## src/rtl/rgb_rank_order_window_filter_unit_defines.svh

```systemverilog
// ----------------------------------------------------------------------------
// Assertion macros for the RGB rank-order window filter
// Shorthand for clocked implication checks, disabled while in reset.
// ----------------------------------------------------------------------------
`ifndef RGB_RANK_ORDER_WINDOW_FILTER_UNIT_DEFINES_SVH
`define RGB_RANK_ORDER_WINDOW_FILTER_UNIT_DEFINES_SVH

// same-cycle implication
`define RROF_ASSERT_NOW(lbl, ante, cons, msg) \
  lbl: assert property (@(posedge clk) disable iff (rst) (ante) |-> (cons)) \
    else $error(msg);

// next-cycle implication
`define RROF_ASSERT_NEXT(lbl, ante, cons, msg) \
  lbl: assert property (@(posedge clk) disable iff (rst) (ante) |=> (cons)) \
    else $error(msg);

`endif

```

## src/rtl/rrof_pkg.sv

```systemverilog
// ----------------------------------------------------------------------------
// rrof_pkg
// Shared sizes, codes and control bundles of the rank-order window filter.
// ----------------------------------------------------------------------------
package rrof_pkg;

  localparam int MAX_WIDTH  = 1024;
  localparam int MAX_HEIGHT = 1024;
  localparam int MAX_WINDOW = 7;

  localparam int PIX_W   = 8;
  localparam int CH_N    = 3;
  localparam int RGB_W   = CH_N * PIX_W;
  localparam int COL_W   = $clog2(MAX_WIDTH);
  localparam int ROW_W   = $clog2(MAX_HEIGHT);
  localparam int WD_W    = COL_W + 1;
  localparam int HT_W    = ROW_W + 1;
  localparam int WIN_W   = $clog2(MAX_WINDOW + 1);
  localparam int CNT_W   = $clog2(MAX_WINDOW * MAX_WINDOW + 1);
  localparam int SUM_W   = $clog2(MAX_WINDOW * MAX_WINDOW * 255 + 1);
  localparam int SLOT_W  = $clog2(MAX_WINDOW);
  localparam int MEM_DEPTH = MAX_WINDOW * MAX_WIDTH;
  localparam int ADDR_W  = $clog2(MEM_DEPTH);
  localparam int XY_W    = ((COL_W > ROW_W) ? COL_W : ROW_W) + 2;
  localparam int BIT_W   = $clog2(PIX_W);

  localparam int CFG_IDX_W  = 3;
  localparam int CFG_DATA_W = 11;

  localparam int OUT_DATA_W  = RGB_W + ROW_W + COL_W;
  localparam int OUT_TDATA_W = ((OUT_DATA_W + 7) / 8) * 8;

  typedef enum logic [2:0] {
    MODE_MIN    = 3'd0,
    MODE_MAX    = 3'd1,
    MODE_MEDIAN = 3'd2,
    MODE_MEAN   = 3'd3,
    MODE_CLEAN  = 3'd4
  } mode_e;

  typedef enum logic [CFG_IDX_W-1:0] {
    CFG_MODE      = 3'd0,
    CFG_WINDOW    = 3'd1,
    CFG_THRESHOLD = 3'd2,
    CFG_WIDTH     = 3'd3,
    CFG_HEIGHT    = 3'd4
  } cfg_idx_e;

  typedef enum logic [2:0] {
    ST_IDLE,
    ST_SETUP,
    ST_CENTRE,
    ST_PASS,
    ST_DRAIN,
    ST_DLOAD,
    ST_DIV,
    ST_EMIT
  } state_t;

  // saturated configuration as seen by the datapath
  typedef struct packed {
    logic [2:0]       mode;
    logic [WIN_W-1:0] win;
    logic [WD_W-1:0]  width;
    logic [HT_W-1:0]  height;
    logic [PIX_W-1:0] thr;
    logic [CNT_W-1:0] n;
  } cfg_t;

  // tag travelling with each read beat of the line store
  typedef struct packed {
    logic             smp;
    logic             first;
    logic             last;
    logic             is_ctr;
    logic             stats;
    logic [BIT_W-1:0] bitpos;
  } smp_tag_t;

  typedef struct packed {
    smp_tag_t         tag;
    logic             div_ld;
    logic             div_step;
    logic [BIT_W-1:0] dbit;
  } lane_ctl_t;

  typedef struct packed {
    logic             load;
    logic [ROW_W-1:0] row;
    logic [COL_W-1:0] col;
    logic             last;
    logic             eof;
  } emit_t;

endpackage

```

## src/rtl/rrof_lane.sv

```systemverilog
// ----------------------------------------------------------------------------
// rrof_lane
// One color channel: min/max/sum over the window, radix select of the two
// middle ranks for the median, and a bit-serial divide for the mean.
// ----------------------------------------------------------------------------
module rrof_lane import rrof_pkg::*; (
  input  logic             clk,
  input  cfg_t             cfg,
  input  lane_ctl_t        ctl,
  input  logic [PIX_W-1:0] pix,
  output logic [PIX_W-1:0] res
);

  logic [PIX_W-1:0] mn, mx, ctr_v, pre_a, pre_b, quo;
  logic [SUM_W-1:0] sum, rem;
  logic [CNT_W-1:0] ka, kb, cnt_a, cnt_b;

  logic [PIX_W-1:0] hi_mask, one_b, med, dev;
  logic             hit_a, hit_b;
  logic [CNT_W-1:0] cnt_a_now, cnt_b_now;
  logic [SUM_W-1:0] dv;
  logic [PIX_W:0]   pair;

  always_comb begin
    for (int q = 0; q < PIX_W; q++) begin
      hi_mask[q] = (q > int'(ctl.tag.bitpos));
    end
    one_b     = PIX_W'(1) << ctl.tag.bitpos;
    hit_a     = ((pix & hi_mask) == pre_a) && !pix[ctl.tag.bitpos];
    hit_b     = ((pix & hi_mask) == pre_b) && !pix[ctl.tag.bitpos];
    cnt_a_now = (ctl.tag.first ? '0 : cnt_a) + CNT_W'(hit_a);
    cnt_b_now = (ctl.tag.first ? '0 : cnt_b) + CNT_W'(hit_b);
    dv        = SUM_W'(cfg.n) << ctl.dbit;
  end

  always_ff @(posedge clk) begin
    if (ctl.tag.smp && ctl.tag.is_ctr) begin
      ctr_v <= pix;
    end
    if (ctl.tag.smp && ctl.tag.stats) begin
      if (ctl.tag.first) begin
        mn    <= pix;
        mx    <= pix;
        sum   <= SUM_W'(pix);
        pre_a <= '0;
        pre_b <= '0;
        ka    <= (cfg.n - CNT_W'(1)) >> 1;
        kb    <= cfg.n >> 1;
      end else begin
        if (pix < mn) mn <= pix;
        if (pix > mx) mx <= pix;
        sum <= sum + SUM_W'(pix);
      end
    end
    // radix pass: count smaller candidates, then fix one bit of each rank
    if (ctl.tag.smp && !ctl.tag.stats && !ctl.tag.is_ctr) begin
      cnt_a <= cnt_a_now;
      cnt_b <= cnt_b_now;
      if (ctl.tag.last) begin
        if (ka >= cnt_a_now) begin
          pre_a <= pre_a | one_b;
          ka    <= ka - cnt_a_now;
        end
        if (kb >= cnt_b_now) begin
          pre_b <= pre_b | one_b;
          kb    <= kb - cnt_b_now;
        end
      end
    end
    if (ctl.div_ld) begin
      rem <= sum;
      quo <= '0;
    end else if (ctl.div_step) begin
      if (rem >= dv) begin
        rem           <= rem - dv;
        quo[ctl.dbit] <= 1'b1;
      end
    end
  end

  always_comb begin
    pair = ({1'b0, pre_a} + {1'b0, pre_b}) >> 1;
    med  = pair[PIX_W-1:0];
    dev  = (quo > ctr_v) ? (quo - ctr_v) : (ctr_v - quo);
    unique case (cfg.mode)
      MODE_MIN:    res = mn;
      MODE_MAX:    res = mx;
      MODE_MEDIAN: res = med;
      MODE_MEAN:   res = quo;
      MODE_CLEAN:  res = (dev > cfg.thr) ? quo : ctr_v;
      default:     res = ctr_v;
    endcase
  end

endmodule

```

## config.mk

```make
export PLATFORM = sky130hd
export DESIGN_NAME = rrof_lane
export DESIGN_NICKNAME = d
export VERILOG_FILES = /design/src/rtl/rgb_rank_order_window_filter_unit_defines.svh /design/src/rtl/rrof_pkg.sv /design/src/rtl/rrof_lane.sv
export SDC_FILE = /design/constraint.sdc
export NUM_CORES = 1
export LEC_CHECK = 0
export BUFFER_PORTS_ARGS = -buffer_cell sky130_fd_sc_hd__buf_4
export CORE_UTILIZATION = 30
export DETAILED_ROUTE_END_ITERATION = 7
export GPL_TIMING_DRIVEN = 0
export PLACE_DENSITY = 0.49
export REMOVE_ABC_BUFFERS = 1
export SLEW_MARGIN = 20
export SYNTH_ARGS = -nofsm -noshare
export SYNTH_HDL_FRONTEND = slang
export SYNTH_SLANG_ARGS = --single-unit
```

## constraint.sdc

```tcl
create_clock -name clk -period 13.49 [get_ports clk]
set_clock_uncertainty 0.2 [all_clocks]
set_input_delay 2.0235 -clock clk [delete_from_list [all_inputs] [get_ports clk]]
set_output_delay 2.0235 -clock clk [all_outputs]
set_load 0.01 [all_outputs]
```

==> flow_metrics.env, run 1 <==
export IMPL_power_density_mw_per_mm2=126
export IMPL_synth_largest_area_cell="edfxtp_1"
export IMPL_grt_max_degree=53
export IMPL_path_max_fanout=8
export IMPL_clock_insertion_delay_worst_skew_ns=0.37
export IMPL_drt_antenna_violating_nets=0
export IMPL_area_growth_syn_to_layout_pct=12.2
export IMPL_worst_ep_arrival_time_ns=4.58
export IMPL_tritoncts_num_buffers=9
export IMPL_ctsResizeCount=0
export IMPL_drive_above_1_share_pct=9.59
export IMPL_gp_congestion=0.819
export IMPL_chipWidth_um=167
export IMPL_syn_std_cell_area_mm2=0.00816
export IMPL_drt_first_pass_iters=5
export IMPL_dominantRegCellSynth="edfxtp_1"
export IMPL_grt_pass1_vias=6696
export IMPL_peakVddDrop_mv=0.0627
export IMPL_fp_dieH_um=167
export IMPL_rrSetupSlack_ns=9.06
export IMPL_max_cap_viol_count=0
export IMPL_syn_avg_cell_area_um2=8.89
export IMPL_antenna_found_initial=0
export IMPL_final_min_clock_period_ns=6.80
export IMPL_unrepaired_setup_endpoints_after_global_routing="false"
export IMPL_global_route_overflow_total=0
export IMPL_min_period_over_period_pct=50.4
export IMPL_worstRegToRegCells=16
export IMPL_dp_worst_setup_slack_ns=6.96
export IMPL_wire_per_inst_um=16.8
export IMPL_yosys_area_share_simple_pct=17.3
export IMPL_run_status="finished clean"
export IMPL_synth_area_mux_share_pct=4.85
export IMPL_crit_reg2reg_launch="pre_a[5]$_DFF_P_"
export IMPL_async_flop_share_pct=0
export IMPL_synth_cells_most_frequent="inv_1, ha_1, nand2_1"
export IMPL_finalSetupTns_ns=0
export IMPL_post_route_drc_count=0
export IMPL_tritoncts="built"
export IMPL_capture_endpoint_of_the_worst_hold_path="ka[5]$_DFF_P_"
export IMPL_post_route_insts_no_fill=1284
export IMPL_critPathMostFrequentCell="a21oi_1"
export IMPL_critical_path_slowest_cell="edfxtp_1"
export IMPL_critPathKind="register to output port"
export IMPL_ys_warn_count=0
export IMPL_final_hold_fails=0
export IMPL_detailroute_via_count=6677
export IMPL_report_final_setup_viol=0
export IMPL_worstSetupStartpointType="register"
export IMPL_cell_count_after_placement=1268
export IMPL_cp_end_kind="output port"
export IMPL_post_drt_via_cell_ratio=5.20
export IMPL_timing_critical_path_buf_inv=2
export IMPL_crit_path_setup_slack_layout_ns=6.69
export IMPL_floorplan_rows=59
export IMPL_max_clock_freq_mhz=147
export IMPL_hpwl_um=16400
export IMPL_synth_area_top_cells="edfxtp_1, ha_1, dfxtp_1, o21ai_0, inv_1"
export IMPL_synthDistinctLibCells=71
export IMPL_post_synth_xor_area_fraction_pct=3.87
export IMPL_critical_path_max_stage_delay_ns=0.47
export IMPL_sequential_cell_area_fraction_in_the_yosys_report_pct=32.4
export IMPL_slew_headroom_pct=33.6
export IMPL_wl_um=21600
export IMPL_htree_num_levels=3
export IMPL_cell_count_after_synthesis=917
export IMPL_cts_root_buf="clkbuf_16"
export IMPL_dr_first_iter_drc_count=398
export IMPL_synthAdderAreaFrac_pct=14.5
export IMPL_cellLeakagePower_nw=3.77
export IMPL_final_slew_viol_count=0
export IMPL_post_cts_repair_setup_buffers=0
export IMPL_synth_compound_area_share_pct=21.6
export IMPL_holdCritStartpoint="ka[5]$_DFF_P_"
export IMPL_clk_pin_slew_worst_paths_ns=0.07
export IMPL_ys_ff_latch=100
export IMPL_grt_pass1_wl_um=35000
export IMPL_netlist_area_leader_share_pct=23.6
export IMPL_yosysMostFrequentCell="inv_1"
export IMPL_floorplan_initialDensity_pct=30.9
export IMPL_nets=1096
export IMPL_coreArea_mm2=0.0264
export IMPL_num_antenna_cells=0
export IMPL_combinational_family_with_the_most_area_after_synthesis="compound AO/OA/AOI/OAI gates"
export IMPL_synth_edff_count=64
export IMPL_required_ns=11.27
export IMPL_io_buffers=46
export IMPL_grt_util_all_layers_pct=15.8
export IMPL_worst_slew_pin_transition_ns=0.991
export IMPL_critical_path_top_delay_family="compound AO/OA/AOI/OAI gates"
export IMPL_detailed_place_area_mm2=0.00883
export IMPL_top_level_ports=72
export IMPL_hold_path_cell_count=2
export IMPL_die_area_mm2=0.0278
export IMPL_cts_root_to_sink_buffers=2
export IMPL_finalInstanceArea_mm2=0.00915
export IMPL_critical_path_cell_chain="inv_1, fa_1, a21oi_1, o21bai_1, a21oi_2, nor2_2, a211o_1, a2111oi_2, ha_1, a21oi_1, o21ai_0, o31a_1, o211a_1, or2_2, a2111o_1, buf_4"
export IMPL_holdBufCountCts=0
export IMPL_min_path_type="register to register"
export IMPL_reg_to_reg_endpoint="pre_a[3]$_DFF_P_"
export IMPL_cts_sink_count=100
## state kept, by name (all words and copies together) (netlist names)
signal and count:
pre_a 8, mx 8, sum 14, rem 14, quo 8, pre_b 8
ctr_v 8, kb 6, mn 8, cnt_a 6, cnt_b 6, ka 6
## logic make-up (layout without fill, tap and decap cells)
| group | count (synthesis) | in the layout |
|---|---|---|
| xor gates and xnor gates | 36 | 36 |
| DFF | 100 | 100 |
| AOI/OAI and AO/OA | 262 | 262 |
| adders and majority gates | 91 | 91 |
| and+or+nand+nor | 278 | 278 |
| muxes | 35 | 35 |
| buffers and inverters | 115 | 147 |
## cell type report
| type | count | area (um2) |
|---|---|---|
| repair buffers | 48 | 368 |
| clock inverters | 3 | 41.3 |
| multi-input cells | 702 | 5090 |
| well taps | 335 | 419 |
| fillers | 2730 | 17200 |
| flip-flops and latches | 100 | 2640 |
| clock buffers | 13 | 283 |
| inverters | 83 | 312 |
## worst min-delay path, stage by stage (launching register included)
cell and delay [ns]:
dfxtp_1 0.32, nand3_1 0.06, o31ai_1 0.06
## metal layers
| metal | up-vias | global-route usage (%) | routed length (um) |
|---|---|---|---|
| met5 | - | 0 | 0 |
| met4 | 0 | 4.91 | 271 |
| met3 | 21 | 1.73 | 408 |
| met2 | 77 | 26.1 | 9840 |
| met1 | 3141 | 21.6 | 11100 |
| li1 | 3438 | - | - |
## power by group
part           internal [W]  leakage, nW  switching (W)
clock network      0.000166        0.154       0.000126
registers          0.000381        0.908      0.0000302
logic              0.000195         2.70       0.000253
total              0.000742         3.77       0.000409
## through the flow
step	utilization [%]	power (W)	hold WS [ns]
final	34.7	0.00115	0.285
after global routing	34.7	0.00123	0.322
after CTS	34.7	0.00116	0.289
after detailed placement	33.5	0.000863	0.280
after global placement	33.3	0.000859	0.275
after floorplan	-	0.000742	0.240
## cell usage in the layout, fill, tap and decap left out, drive strengths merged, types with 9 or more instances in the layout
master,n
inv,83
o21ai,65
nor2,57
o31ai,10
dfxtp,36
o211ai,9
nand2,70
mux2,13
clkbuf,13
nand3,23
and3,9
o21a,15
nand4,18
edfxtp,64
xor2,18
nor2b,27
ha,81
buf,48
nand2b,17
nor3,16
mux2i,20
xnor2,18
a21o,21
a21oi,51
## worst max path at each step
stage,start,to,depth (start not counted)
floorplan,cfg[9],res[6],7
global placement,ctl[0],rem[1]$_DFFE_PP_,11
detailed placement,ctl[6],pre_a[3]$_DFF_P_,18
CTS,ctr_v[1]$_DFFE_PP_,res[6],16
global route,ctr_v[1]$_DFFE_PP_,res[2],16
finish,ctr_v[1]$_DFFE_PP_,res[6],16
No activity file was read; power rests on OpenSTA's default activity.
==> inputs of run 2 (changes only) <==
--- a/config.mk
+++ b/config.mk
@@ -9,7 +9,7 @@
 export CORE_UTILIZATION = 30
 export DETAILED_ROUTE_END_ITERATION = 7
 export GPL_TIMING_DRIVEN = 0
-export PLACE_DENSITY = 0.49
+export PLACE_DENSITY = 0.5
 export REMOVE_ABC_BUFFERS = 1
 export SLEW_MARGIN = 20
 export SYNTH_ARGS = -nofsm -noshare
==> constraint.sdc (replaced) <==
create_clock -name clk -period 5.78 [get_ports clk]
set_clock_uncertainty 0.2 [all_clocks]
set_input_delay 0.867 -clock clk [delete_from_list [all_inputs] [get_ports clk]]
set_output_delay 0.867 -clock clk [all_outputs]
set_load 0.01 [all_outputs]
==> flow_metrics.env, run 2 (synthesis gave the netlist of run 1 again) <==
export IMPL_min_period_over_period_pct=95.0
export IMPL_htree_num_levels=3
export IMPL_worst_slew_pin_transition_ns=0.997
export IMPL_cts_root_buf="clkbuf_16"
export IMPL_post_drt_via_cell_ratio=5.24
export IMPL_tritoncts_num_buffers=9
export IMPL_num_fill_cells=2744
export IMPL_reg_top3="rem: 14 flops, sum: 14 flops"
export IMPL_clock_insertion_delay_worst_skew_ns=0.36
export IMPL_commonest_non_fill_non_tap_cells_in_the_layout="inv_1, ha_1, nand2_1, edfxtp_1, o21ai_0"
export IMPL_detailroute_via_count=6743
export IMPL_final_slew_viol_count=0
export IMPL_max_clock_freq_mhz=182
export IMPL_final_min_clock_period_ns=5.49
export IMPL_rrSetupSlack_ns=1.38
export IMPL_reg_to_reg_endpoint="pre_a[3]$_DFF_P_"
export IMPL_grt_util_all_layers_pct=15.5
export IMPL_required_ns=4.71
export IMPL_floorplan_rows=59
export IMPL_holdBufCountCts=0
export IMPL_peakVddDrop_mv=0.138
export IMPL_dr_first_iter_drc_count=352
export IMPL_critPathKind="register to output port"
export IMPL_min_path_type="register to register"
export IMPL_floorplan_initialDensity_pct=30.9
export IMPL_max_cap_viol_count=0
export IMPL_tritoncts="built"
export IMPL_hold_ws_ns=0.284
export IMPL_cellLeakagePower_nw=3.77
export IMPL_num_antenna_cells=0
export IMPL_slew_headroom_pct=33.2
export IMPL_fp_dieH_um=167
export IMPL_nets=1098
export IMPL_drive_above_1_share_pct=10.8
export IMPL_top_level_ports=72
export IMPL_grt_max_degree=53
export IMPL_coreArea_mm2=0.0264
export IMPL_hpwl_um=16300
export IMPL_wire_per_inst_um=16.7
export IMPL_chipWidth_um=167
export IMPL_final_hold_fails=0
export IMPL_power_density_mw_per_mm2=290
export IMPL_clk_pin_slew_worst_paths_ns=0.07
export IMPL_run_status="finished clean"
export IMPL_die_area_mm2=0.0278
export IMPL_layout_cells_most_common="inv_1"
export IMPL_grt_pass1_vias=6496
export IMPL_worstRegToRegCells=16
export IMPL_post_route_drc_count=0
export IMPL_worstSetupStartpointType="register"
export IMPL_path_max_fanout=8
export IMPL_global_route_overflow_total=0
export IMPL_crit_reg2reg_launch="pre_a[5]$_DFF_P_"
export IMPL_finalInstanceArea_mm2=0.00920
export IMPL_io_buffers=46
export IMPL_timing_startpoint_of_the_critical_path="ctr_v[4]$_DFFE_PP_"
export IMPL_worst_ep_arrival_time_ns=4.42
export IMPL_cts_root_to_sink_buffers=2
export IMPL_worstSetupEndpoint="res[6]"
export IMPL_antenna_found_initial=0
export IMPL_wl_um=21400
export IMPL_gp_congestion=0.825
export IMPL_detailed_place_area_mm2=0.00882
export IMPL_drt_antenna_violating_nets=0
export IMPL_cp_end_kind="output port"
export IMPL_area_growth_syn_to_layout_pct=12.8
export IMPL_grt_pass1_wl_um=34300
export IMPL_cts_sink_count=100
export IMPL_unrepaired_setup_endpoints_after_global_routing="false"
export IMPL_drt_first_pass_iters=5
export IMPL_report_final_setup_viol=0
export IMPL_finalSetupTns_ns=0
run 2: changes by cell type in the layout (fill, tap and decap cells not counted), sizes merged:
cell / delta
clkbuf: -3
buf: +2
clkinv: +2
inv: +1
run 2: power by group:
group          leakage (nW)  total (W)  internal (W)  switching (W)
clock                 0.151   0.000654      0.000361       0.000293
sequential            0.908   0.000956      0.000888      0.0000681
combinational          2.71    0.00106      0.000459       0.000597
run 2: worst max-delay path, stage by stage, from the launching register on:
cell and delay [ns]:
edfxtp_1 0.43, inv_1 0.08, ha_2 0.32, a21o_1 0.23, o21bai_1 0.19, a21oi_2 0.24, nor2_4 0.11, a211o_1 0.30
a2111oi_4 0.36, ha_1 0.29, a21oi_1 0.13, o21ai_0 0.09, o31a_1 0.15, o211a_1 0.28, or2_4 0.26, a2111o_1 0.42
buf_4 0.17
run 2: what timing repair did:
action / in CTS / in global routing
gates resized for setup: 0 / 11
setup buffers: 0 / 2
endpoints found under the hold margin: 0 / 0
endpoints found under the setup margin: 0 / 4
run 2: how the worst min path moves through the flow:
stage | start | endpoint | slack (ns) | cells after the start
after CTS | ka[5]$_DFF_P_ | ka[5]$_DFF_P_ | 0.29 | 2
after global placement | ka[5]$_DFF_P_ | ka[5]$_DFF_P_ | 0.27 | 2
after floorplan | quo[7]$_SDFFE_PP0P_ | quo[7]$_SDFFE_PP0P_ | 0.24 | 2
final | ka[5]$_DFF_P_ | ka[5]$_DFF_P_ | 0.28 | 2
after global routing | quo[7]$_SDFFE_PP0P_ | quo[7]$_SDFFE_PP0P_ | 0.33 | 2
after detailed placement | ka[5]$_DFF_P_ | ka[5]$_DFF_P_ | 0.28 | 2
run 2: layout make-up:
type | count | area, um2 | share of cell area (%)
clock inverter | 6 | 60.1 | 0.653
multi-input combinational | 702 | 5130 | 55.8
tap | 335 | 419 | 4.56
clock buffer | 10 | 250 | 2.72
inverter | 83 | 312 | 3.39
sequential | 100 | 2640 | 28.7
timing repair buffer | 50 | 383 | 4.16
run 2: layer usage:
layer / wire length, um / GRT usage, % / share of wire (%)
met2: 9850 / 25.4 / 46
met3: 513 / 1.40 / 2.4
met4: 351 / 5.15 / 1.6
met1: 10700 / 21.2 / 50
met5: 0 / 0 / 0
run 2: per-stage QoR:
step	power [W]	instances	worst slack (ns)	utilization [%]
finish	0.00267	1286	0.290	34.9
global route	0.00286	1286	0.00250	34.9
CTS	0.00268	1284	0.0272	34.7
detailed placement	0.00202	1268	0.400	33.5
global placement	0.00200	1266	0.177	33.3
floorplan	0.00173	885	1.05	-
